## config.mk

```make
export PLATFORM = sky130hd
export DESIGN_NAME = keyboard_scancode_to_char_queue_unit
export DESIGN_NICKNAME = d
export VERILOG_FILES = /design/src/rtl/core/ksq_pkg.sv /design/src/rtl/core/ksq_ram.sv /design/src/rtl/core/ksq_ctrl.sv /design/src/rtl/core/ksq_dpath.sv /design/src/rtl/core/keyboard_scancode_to_char_queue_unit.sv
export SDC_FILE = /design/constraint.sdc
export NUM_CORES = 1
export LEC_CHECK = 0
export BUFFER_PORTS_ARGS = -buffer_cell sky130_fd_sc_hd__buf_4
export CAP_MARGIN = 25
export CORE_MARGIN = 8
export CORE_UTILIZATION = 66
export CTS_CLUSTER_DIAMETER = 50
export DETAILED_ROUTE_END_ITERATION = 8
export PLACE_DENSITY = 0.91
export SLEW_MARGIN = 20
export SYNTH_ARGS = -nofsm -noshare
export SYNTH_HDL_FRONTEND = slang
export SYNTH_SLANG_ARGS = --single-unit
```

## constraint.sdc

```tcl
create_clock -name clk_i -period 5.21 [get_ports clk_i]
set_clock_uncertainty 0.1 [all_clocks]
set_input_delay 1.042 -clock clk_i [delete_from_list [all_inputs] [get_ports clk_i]]
set_output_delay 1.042 -clock clk_i [all_outputs]
set_load 0.005 [all_outputs]
```

## src/rtl/core/ksq_pkg.sv

```systemverilog
// shared types, status codes and the scan code table for the keyboard queue
`timescale 1ns / 1ps

package ksq_pkg;

  localparam logic [7:0] BREAK_PREFIX = 8'hF0;

  localparam logic [2:0] ST_OK      = 3'd0;
  localparam logic [2:0] ST_CHAR    = 3'd1;
  localparam logic [2:0] ST_EMPTY   = 3'd2;
  localparam logic [2:0] ST_BAD_BRK = 3'd3;
  localparam logic [2:0] ST_DROPPED = 3'd4;

  typedef enum logic [1:0] {
    S_IDLE,
    S_EXEC,
    S_RESP
  } ctrl_state_e;

  // commands from the controller to the datapath
  typedef struct packed {
    logic load;   // capture the incoming item
    logic exec;   // decode and update the queue
  } ctrl_cmd_t;

  typedef struct packed {
    logic       hit;
    logic [6:0] ch;
  } lookup_t;

  // scan code set 2 make codes for digits, backspace, enter and letters
  function automatic lookup_t scan_lookup(input logic [7:0] code);
    lookup_t r;
    r.hit = 1'b1;
    r.ch  = 7'd0;
    unique case (code)
      8'h16: r.ch = 7'h31;
      8'h1E: r.ch = 7'h32;
      8'h26: r.ch = 7'h33;
      8'h25: r.ch = 7'h34;
      8'h2E: r.ch = 7'h35;
      8'h36: r.ch = 7'h36;
      8'h3D: r.ch = 7'h37;
      8'h3E: r.ch = 7'h38;
      8'h46: r.ch = 7'h39;
      8'h45: r.ch = 7'h30;
      8'h66: r.ch = 7'h08;
      8'h5A: r.ch = 7'h0A;
      8'h1C: r.ch = 7'h41;
      8'h32: r.ch = 7'h42;
      8'h21: r.ch = 7'h43;
      8'h23: r.ch = 7'h44;
      8'h24: r.ch = 7'h45;
      8'h2B: r.ch = 7'h46;
      8'h34: r.ch = 7'h47;
      8'h33: r.ch = 7'h48;
      8'h43: r.ch = 7'h49;
      8'h3B: r.ch = 7'h4A;
      8'h42: r.ch = 7'h4B;
      8'h4B: r.ch = 7'h4C;
      8'h3A: r.ch = 7'h4D;
      8'h31: r.ch = 7'h4E;
      8'h44: r.ch = 7'h4F;
      8'h4D: r.ch = 7'h50;
      8'h15: r.ch = 7'h51;
      8'h2D: r.ch = 7'h52;
      8'h1B: r.ch = 7'h53;
      8'h2C: r.ch = 7'h54;
      8'h3C: r.ch = 7'h55;
      8'h2A: r.ch = 7'h56;
      8'h1D: r.ch = 7'h57;
      8'h22: r.ch = 7'h58;
      8'h35: r.ch = 7'h59;
      8'h1A: r.ch = 7'h5A;
      default: r.hit = 1'b0;
    endcase
    return r;
  endfunction

endpackage

```

## src/rtl/core/ksq_ram.sv

```systemverilog
// generic single-write, single-read ram with registered read data
`timescale 1ns / 1ps

module ksq_ram #(
  parameter int WIDTH = 8,
  parameter int DEPTH = 8,
  localparam int AW = (DEPTH > 1) ? $clog2(DEPTH) : 1
) (
  input  logic             clk_i,
  input  logic             we_i,
  input  logic [AW-1:0]    waddr_i,
  input  logic [WIDTH-1:0] wdata_i,
  input  logic             re_i,
  input  logic [AW-1:0]    raddr_i,
  output logic [WIDTH-1:0] rdata_o
);

  logic [WIDTH-1:0] mem [DEPTH];

  always_ff @(posedge clk_i) begin
    if (we_i) begin
      mem[waddr_i] <= wdata_i;
    end
    if (re_i) begin
      rdata_o <= mem[raddr_i];
    end
  end

endmodule

```

## src/rtl/core/ksq_ctrl.sv

```systemverilog
// controller state machine: accept, execute, respond
`timescale 1ns / 1ps

module ksq_ctrl
  import ksq_pkg::*;
(
  input  logic      clk_i,
  input  logic      rst_ni,
  input  logic      start_i,
  output logic      busy_o,
  output logic      done_o,
  output ctrl_cmd_t cmd_o
);

  ctrl_state_e state_q, state_d;

  always_ff @(posedge clk_i or negedge rst_ni) begin
    if (!rst_ni) begin
      state_q <= S_IDLE;
    end else begin
      state_q <= state_d;
    end
  end

  always_comb begin
    state_d = state_q;
    unique case (state_q)
      S_IDLE: if (start_i) state_d = S_EXEC;
      S_EXEC: state_d = S_RESP;
      S_RESP: state_d = S_IDLE;
      default: state_d = S_IDLE;
    endcase
  end

  always_comb begin
    busy_o     = 1'b1;
    done_o     = 1'b0;
    cmd_o.load = 1'b0;
    cmd_o.exec = 1'b0;
    unique case (state_q)
      S_IDLE: begin
        busy_o     = 1'b0;
        cmd_o.load = start_i;
      end
      S_EXEC: cmd_o.exec = 1'b1;
      S_RESP: done_o = 1'b1;
      default: busy_o = 1'b0;
    endcase
  end

  a_accept_to_exec: assert property (@(posedge clk_i) disable iff (!rst_ni)
    (start_i && !busy_o) |=> cmd_o.exec)
    else $error("accepted item not executed next cycle");

  a_exec_to_done: assert property (@(posedge clk_i) disable iff (!rst_ni)
    cmd_o.exec |=> done_o)
    else $error("execute not followed by result");

  a_done_single: assert property (@(posedge clk_i) disable iff (!rst_ni)
    done_o |=> (!done_o && !busy_o))
    else $error("result strobe longer than one cycle");

endmodule

```

## src/rtl/core/ksq_dpath.sv

```systemverilog
// datapath: item registers, scan decode, break flag and character fifo
`timescale 1ns / 1ps

module ksq_dpath
  import ksq_pkg::*;
#(
  parameter int QUEUE_DEPTH = 8
) (
  input  logic       clk_i,
  input  logic       rst_ni,
  input  ctrl_cmd_t  cmd_i,
  input  logic       func_i,
  input  logic [7:0] scan_byte_i,
  output logic [6:0] char_out_o,
  output logic [2:0] status_o
);

  localparam int AW = (QUEUE_DEPTH > 1) ? $clog2(QUEUE_DEPTH) : 1;
  localparam int CW = $clog2(QUEUE_DEPTH + 1);
  localparam int SW = $clog2(2 * QUEUE_DEPTH);

  logic          func_q;
  logic [7:0]    byte_q;
  logic          brk_q, brk_d;
  logic [AW-1:0] head_q, head_d;
  logic [CW-1:0] count_q, count_d;
  logic [2:0]    status_q, status_d;
  logic          popped_q, popped_d;

  lookup_t       lk;
  logic [SW-1:0] tail_sum;
  logic [AW-1:0] tail;
  logic          full, empty;
  logic          we, re;
  logic [6:0]    rdata;

  assign lk       = scan_lookup(byte_q);
  assign full     = (count_q == CW'(QUEUE_DEPTH));
  assign empty    = (count_q == '0);
  assign tail_sum = SW'(head_q) + SW'(count_q);
  // head + count stays below twice the depth, one subtract wraps it
  assign tail     = (tail_sum >= SW'(QUEUE_DEPTH)) ?
                    AW'(tail_sum - SW'(QUEUE_DEPTH)) : AW'(tail_sum);

  always_ff @(posedge clk_i) begin
    if (cmd_i.load) begin
      func_q <= func_i;
      byte_q <= scan_byte_i;
    end
  end

  always_comb begin
    brk_d    = brk_q;
    head_d   = head_q;
    count_d  = count_q;
    status_d = status_q;
    popped_d = popped_q;
    we       = 1'b0;
    re       = 1'b0;
    if (cmd_i.exec) begin
      status_d = ST_OK;
      popped_d = 1'b0;
      priority if (func_q) begin
        if (empty) begin
          status_d = ST_EMPTY;
        end else begin
          re       = 1'b1;
          popped_d = 1'b1;
          status_d = ST_CHAR;
          head_d   = (head_q == AW'(QUEUE_DEPTH - 1)) ? '0 : head_q + AW'(1);
          count_d  = count_q - CW'(1);
        end
      end else if (brk_q) begin
        // known code ends the break, unknown one leaves it armed
        if (lk.hit) begin
          brk_d = 1'b0;
        end else begin
          status_d = ST_BAD_BRK;
        end
      end else if (byte_q == BREAK_PREFIX) begin
        brk_d = 1'b1;
      end else if (full) begin
        status_d = ST_DROPPED;
      end else begin
        we      = 1'b1;
        count_d = count_q + CW'(1);
      end
    end
  end

  always_ff @(posedge clk_i or negedge rst_ni) begin
    if (!rst_ni) begin
      brk_q    <= 1'b0;
      head_q   <= '0;
      count_q  <= '0;
      status_q <= ST_OK;
      popped_q <= 1'b0;
    end else begin
      brk_q    <= brk_d;
      head_q   <= head_d;
      count_q  <= count_d;
      status_q <= status_d;
      popped_q <= popped_d;
    end
  end

  ksq_ram #(
    .WIDTH (7),
    .DEPTH (QUEUE_DEPTH)
  ) u_queue (
    .clk_i   (clk_i),
    .we_i    (we),
    .waddr_i (tail),
    .wdata_i (lk.ch),
    .re_i    (re),
    .raddr_i (head_q),
    .rdata_o (rdata)
  );

  assign char_out_o = popped_q ? rdata : 7'd0;
  assign status_o   = status_q;

  a_count_bound: assert property (@(posedge clk_i) disable iff (!rst_ni)
    count_q <= CW'(QUEUE_DEPTH))
    else $error("queue count beyond depth");

  a_push_counts: assert property (@(posedge clk_i) disable iff (!rst_ni)
    we |=> (count_q == $past(count_q) + CW'(1)))
    else $error("push did not grow the queue");

  a_pop_status: assert property (@(posedge clk_i) disable iff (!rst_ni)
    popped_q |-> (status_q == ST_CHAR))
    else $error("popped item without char status");

endmodule

```

## src/rtl/core/keyboard_scancode_to_char_queue_unit.sv

```systemverilog
// top level: keyboard scan code decoder with character queue
// usage:
//   drive func_i and scan_byte_i and raise start_i; the item is taken at a
//   rising edge with start_i high and busy_o low. func_i low feeds one scan
//   set 2 byte: known make codes queue their ascii character, unknown ones
//   queue 0, an f0 byte arms a break and the following code is swallowed.
//   func_i high pops the oldest character.
//   each item gives exactly one result on char_out_o and status_o, shown for
//   one cycle with done_o high; the receiver cannot stall it.
// timing:
//   done_o rises after the execute state (whose closing edge also registers
//   the queue read) and the result is taken at the closing edge of the
//   result state. busy_o falls with the end of the result cycle, so a new
//   item is taken only after the last one has passed through the controller
//   states execute and result.
// reset:
//   rst_ni clears the break flag and empties the queue; queue storage itself
//   is not cleared and needs no clearing pass.
`timescale 1ns / 1ps

module keyboard_scancode_to_char_queue_unit
  import ksq_pkg::*;
#(
  parameter int QUEUE_DEPTH = 8
) (
  input  logic       clk_i,
  input  logic       rst_ni,
  input  logic       start_i,
  output logic       busy_o,
  input  logic       func_i,
  input  logic [7:0] scan_byte_i,
  output logic       done_o,
  output logic [6:0] char_out_o,
  output logic [2:0] status_o
);

  ctrl_cmd_t cmd;

  ksq_ctrl u_ctrl (
    .clk_i   (clk_i),
    .rst_ni  (rst_ni),
    .start_i (start_i),
    .busy_o  (busy_o),
    .done_o  (done_o),
    .cmd_o   (cmd)
  );

  ksq_dpath #(
    .QUEUE_DEPTH (QUEUE_DEPTH)
  ) u_dpath (
    .clk_i       (clk_i),
    .rst_ni      (rst_ni),
    .cmd_i       (cmd),
    .func_i      (func_i),
    .scan_byte_i (scan_byte_i),
    .char_out_o  (char_out_o),
    .status_o    (status_o)
  );

endmodule

```

After elaboration in Yosys (flattened, before gate mapping)

Memory sizes are Yosys's and may differ from the RTL's. A register that Yosys moved wholly into a read port is not among the register bits.
Index checks and enable logic that the tools add are counted.

Mux-type cells: 35
Add/subtract/negate cells: 5
Reduce and logical (&&, ||, !) cells: 7
Equality and inequality tests: 48
Order comparisons: 1
Bitwise logic cells: 2

Operators with widths:

| operator                                                               | number |
|---|---|
| 7-bit case mux with 38 select lines                                    | 1 |
| 8-bit by 6-bit equality test with 1-bit output (second input constant) | 22 |
| 8-bit by 7-bit equality test with 1-bit output (second input constant) | 9 |
| 8-bit by 5-bit equality test with 1-bit output (second input constant) | 7 |
| 38-bit OR reduction                                                    | 1 |
| 4-bit 2-to-1 mux                                                       | 5 |
| 1-bit 2-to-1 mux                                                       | 18 |
| 3-bit 2-to-1 mux                                                       | 6 |
| 8-bit equality test (second input constant)                            | 1 |
| 7-bit 2-to-1 mux                                                       | 1 |
| 2-bit 2-to-1 mux                                                       | 3 |
| 2-bit by 1-bit != test with 1-bit output (second input constant)       | 3 |
| 5-bit AND reduction                                                    | 1 |
| 3-bit by 4-bit adder with 4-bit output                                 | 1 |
| 4-bit by 1-bit adder with 4-bit output (second input constant)         | 1 |
| 4-bit equality test (second input constant)                            | 1 |
| 4-bit greater-or-equal comparator (second input constant)              | 1 |
| 4-bit zero test                                                        | 1 |
| 2-bit != test (second input constant)                                  | 2 |
| 2-bit case mux with 2 select lines                                     | 1 |
| 4-bit by 1-bit subtractor with 4-bit output (second input constant)    | 1 |
| 3-bit by 1-bit adder with 3-bit output (second input constant)         | 1 |
| 3-bit equality test (second input constant)                            | 1 |
| 3-bit AND reduction                                                    | 1 |
| 7 further kinds                                                        | 8 |

Logic and storage cells: 107
Memories kept: 1
Input port bits: 12
Bits in writable memories: 56
Output and inout port bits: 12
Register bits: 23

Memory list:

| memory              | words | width | rd ports | clocked after Yosys merged registers in | wr ports | RTL line      | source |
|---|---|---|---|---|---|---|---|
| u_dpath.u_queue.mem | 8     | 7     | 1        | 1                                       | 1        | ksq_ram.sv:18 | `logic [WIDTH-1:0] mem [DEPTH];` |

Logic depth before layout (Yosys ltp)

Depth in word-level cells: 8
Depth in mapped cells: 8
Mapped depth without buffers: 7

By module

A second synthesis with hierarchy kept.

Cells, all modules: 333
Area, all modules: 4441.8 um2

By module, submodules not included:

| module    | area an instance (um2) | instances | cells each | seq. area each (um2) |
|---|---|---|---|---|
| ksq_ram   | 2436.1                 | 1         | 101        | 1891.8 |
| ksq_dpath | 1839.3                 | 1         | 219        | 570.5 |
| ksq_ctrl  | 166.4                  | 1         | 13         | 50.0 |

Least setup slack after synthesis

Ideal clock, no wire load.

Path type: register to register
Start point: reg u_dpath.head_q[1]
End point: mem u_dpath.u_queue.mem[3][0] (enable)
Path buffers: 1
Arrival time: 2265 ps
Data required time: 4730 ps
Period minus slack after synthesis: 2745 ps
Slack: 2465 ps
Cell stages (with the launch flop): 7
Setup time: 380 ps
Cell sequence: dfrtp_1 > clkbuf_1 > inv_1 > fa_1 > xnor2_1 > xor2_1 > nor3_1

Word-level cells in the longest chain between the ends: 3
Elaborated cells on any way between the ends: 4
Classes of those cells: 2 x add/sub; 1 x order compare; 1 x mux

Ends and longest elaborated chain:

| item                                                                                             | RTL line                         | source |
|---|---|---|
| start: declaration                                                                               | ksq_dpath.sv:25                  | `logic [AW-1:0] head_q, head_d;` |
| start signal: assignment                                                                         | ksq_dpath.sv:94                  | `head_q <= '0;` |
| start signal: assignment                                                                         | ksq_dpath.sv:100                 | `head_q <= head_d;` |
| 3-bit by 4-bit adder with 4-bit output (*)                                                       | ksq_dpath.sv:40                  | `assign tail_sum = SW'(head_q) + SW'(count_q);` |
| 4-bit greater-or-equal comparator or 3-bit by 1-bit subtractor with 3-bit output (tied branches) | ksq_dpath.sv:42, ksq_dpath.sv:43 |  |
| 3-bit 2-to-1 mux (*)                                                                             | ksq_dpath.sv:42                  | `assign tail = (tail_sum >= SW'(QUEUE_DEPTH)) ?` |
| end: declaration                                                                                 | ksq_ram.sv:18                    |  |

Mark *: on every way between the ends. The rest lies on a longest branch, timed or not.

Worst setup path after layout

Start point: reg u_dpath.byte_q[2]
End point: mem u_dpath.u_queue.mem[6][0] (enable)

Word-level cells in the longest chain between the ends: 7

Ends and longest elaborated chain:

| item                                   | RTL line        | source |
|---|---|---|
| start: declaration                     | ksq_dpath.sv:23 | `logic [7:0] byte_q;` |
| start signal: assignment               | ksq_dpath.sv:48 | `byte_q <= scan_byte_i;` |
| 8-bit equality test                    | ksq_dpath.sv:80 | `end else if (byte_q == BREAK_PREFIX) begin` |
| 1-bit 2-to-1 mux                       | ksq_dpath.sv:80 |  |
| 1-bit 2-to-1 mux                       | ksq_dpath.sv:73 | `end else if (brk_q) begin` |
| 1-bit 2-to-1 mux                       | ksq_dpath.sv:63 | `priority if (func_q) begin` |
| 1-bit 2-to-1 mux                       | ksq_dpath.sv:60 | `if (cmd_i.exec) begin` |
| 1-bit 2-to-1 mux                       | ksq_ram.sv:21   | `if (we_i) begin` |
| 1-bit 2-to-1 mux (implied by the code) | ksq_ram.sv:22   | `mem[waddr_i] <= wdata_i;` |

Every way passes these cells.

==> results.cfg <==
[logic_synthesis]
yosysWarnings = 0
syn_area_um2 = 4380
ys.flop_type = edfxtp_1
synth_edf_count = 72
avgSynthCellArea_um2 = 13.3
yosys_register_bits = 86
synth_common_cells = edfxtp_1 (72), nand2_1 (23), dfrtp_1 (14), mux4_2 (14), nor2_1 (14)
ys_seq_area_share_pct = 57.4
yosysTopAreaCellShare_pct = 49.4
synth.distinct_cells = 62
synth_top_cell_by_area = edfxtp_1
synth_area_leaders = edfxtp_1 (49%), dfrtp_1 (8.0%), mux4_2 (7.2%)
async_flop_share_pct = 16.3
syn-num-nets = 352
yosysMostFrequentCell = edfxtp_1
postSynthCellCount = 329

[floorplanning]
die_w_um = 97.5
start_util_pct = 68.6
dieArea_um2 = 9500
fp.dieH_um = 97.5
rows = 29
coreArea_um2 = 6390
pin_count = 24

[timing]
period_needed_ps = 3240
setup_tns_ps = 0
rsz0062_at_grt = no
worst_slack_ps = 1970
setup_viol = 0
hold_slack_ps = 420
hold_viol = 0
fmax_mhz = 309
period_share_pct = 62.1
slew_viol_final = 0
timing.slew.headroom_pct = 36.1
worst_pin_slew_ps = 951

[worst_setup_path]
worstPathRequired_ps = 5080
regToRegEndpoint = u_dpath.u_queue.mem[6][0]$_DFFE_PP_
path_common_cell = nor3_1
r2r-start = u_dpath.byte_q[2]$_DFFE_PP_
cpPeakStageDelay_ps = 990
criticalPathCategory = reg2reg
rrSetupSlack_ps = 1970
path_cells = nor3_1 > a31oi_1 > nand3_1 > or2_1 > nor3_1
reg2reg_depth = 5
arrival_ps = 3110
cp_top_family = simple AND/OR/NAND/NOR gates
crit_buf_inv = 0
cp_slowest_cell = edfxtp_1
end_kind = flop
startpoint_type = flop
crit_fanout = 31

[grt]
grt.total_usage_pct = 18.8
grt_start_max_net_pins = 32
grt_pass1_vias = 2849
gr-total-overflow = 0
grt_pass1_wl_um = 14200
antenna_found_initial = 0

[min_path]
hold_path_depth = 1
hold_start = u_dpath.brk_q$_DFFE_PN0P_
hp-class = reg2reg
min_to = u_dpath.brk_q$_DFFE_PN0P_

[final_layout]
final_cells = 426
finalNetCount = 367
drive_gt1_share_pct = 21.2
syn2layout_area_growth_pct = 8.03
num_antenna_cells = 0
fill_cells = 401

[pwr]
ir_drop_v = 0.000372
swShare_pct = 35.6
power_frac_comb_pct = 34.5
internal-power_mw = 1.48
seqPwrFrac_pct = 47.9
p_sw_mw = 0.818
p_leak_nw = 1.69
clkPwrFrac_pct = 17.6
power_density_nw_per_um2 = 486

[cts]
cts-root-buf = clkbuf_8
postCtsSetupRepairBufs = 0
hold_buffers = 0
htreeDepth = 3
cts-resized-gates = 0
tritoncts = done
clock_path_buffers = 2
cts.sinks = 86
clk_latency_ps = 350
clkTransAtPathRegs_ps = 90
cts_made_buffers = 9

[placed_design]
place_congestion = 0.960
dpl_worst_slack_ps = 1780
dp_hpwl_um = 6360
io_buffers = 23
dp_cells = 409

[detailed_routing]
vias = 2835
final_antenna_net_count = 0
wirelength_um = 8950
vias_per_cell = 6.65
wl_per_cell_um = 21.0
drc = 0
first_iter_violations = 197
drtPass1Iterations = 5

[flow_run]
max_cap_violations = 0

[run_status]
outcome = finished clean
==> how the worst max path moves through the flow <==
| stage | startpoint | cells past startpoint | to |
|---|---|---|---|
| finish | u_dpath.byte_q[2]$_DFFE_PP_ | 5 | u_dpath.u_queue.mem[6][0]$_DFFE_PP_ |
| CTS | u_dpath.head_q[0]$_DFFE_PN0P_ | 6 | u_dpath.u_queue.mem[2][0]$_DFFE_PP_ |
| global placement | u_dpath.head_q[0]$_DFFE_PN0P_ | 6 | u_dpath.u_queue.mem[3][2]$_DFFE_PP_ |
| floorplan | u_dpath.head_q[1]$_DFFE_PN0P_ | 6 | u_dpath.u_queue.mem[3][0]$_DFFE_PP_ |
| global route | u_dpath.byte_q[2]$_DFFE_PP_ | 5 | u_dpath.u_queue.mem[6][1]$_DFFE_PP_ |
| detailed placement | u_dpath.head_q[0]$_DFFE_PN0P_ | 6 | u_dpath.u_queue.mem[2][5]$_DFFE_PP_ |
==> flip-flops by register name, summed over array words and instances (netlist names) <==
| register | count |
|---|---|
| u_dpath.count_q | 4 |
| u_ctrl.state_q | 2 |
| u_dpath.status_o | 3 |
| u_dpath.u_queue.mem | 56 |
| u_dpath.brk_q | 1 |
| u_dpath.u_queue.rdata_o | 7 |
| u_dpath.byte_q | 8 |
| u_dpath.head_q | 3 |
| u_dpath.popped_q | 1 |
| u_dpath.func_q | 1 |
==> kinds of logic after synthesis <==
group,after synthesis,synth area share [%]
AND/OR/NAND/NOR,113,15.6
flip-flops,86,57.4
AO/OA/AOI/OAI,53,8.54
buffers and inverters,34,3.71
multiplexers,22,9.26
adder cells (fa/ha/maj),11,3.49
XOR/XNOR,10,2.00
==> metal layers <==
layer	global-route usage [%]	routed length, um	vias to the layer above
li1	-	-	1291
met1	22.0	3540	1381
met2	32.9	4530	144
met3	3.91	694	19
met4	7.46	191	0
met5	0	0	-
==> power groups by stage <==
stage	Sequential [mW]	Clock [mW]	Combinational (mW)
6_report	1.10	0.405	0.791
5_1_grt	1.12	0.431	0.864
4_1_cts	1.12	0.406	0.755
3_5_place_dp	1.13	0	0.750
3_3_place_gp	1.12	0	0.704
2_1_floorplan	0.994	0	0.659
==> cell type report <==
cell class	count	area, um^2	share of cell area [%]
repair buffers	24	188	3.97
multi-input cells	209	1720	36.3
clock inverters	6	37.5	0.793
well taps	77	96.3	2.04
clock buffers	10	128	2.70
flip-flops and latches	86	2510	53.1
inverters	14	52.6	1.11
==> cells in the final DEF (no fill, tap or decap), drive strengths merged, types with 3 or more instances in the layout <==
master	netlist	final
nor4	5	5
nor3	10	10
nand3b	3	3
xnor2	7	7
and3b	4	4
a21oi	12	12
a31oi	6	6
and2	8	8
nor2b	6	6
nand4	6	6
edfxtp	72	72
nor2	14	14
nand3	9	9
mux4	14	14
buf	17	24
xor2	3	3
mux2	8	8
inv	14	15
clkinv	0	3
nand2b	5	5
o21ai	13	13
dfrtp	14	14
clkbuf	3	10
nand2	23	23
and4	3	3
o211ai	4	4
ha	9	9
nor3b	3	3
==> per-stage QoR <==
| step | cell area (um^2) | util (%) | power [mW] |
|---|---|---|---|
| final | 4730 | 74.1 | 2.30 |
| after global routing | 4730 | 74.1 | 2.41 |
| after CTS | 4700 | 73.6 | 2.28 |
| after detailed placement | 4540 | 71.1 | 1.88 |
| after global placement | 4540 | 71.1 | 1.82 |
| after floorplan | 4380 | - | 1.65 |
No activity file was read; power rests on OpenSTA's default activity.
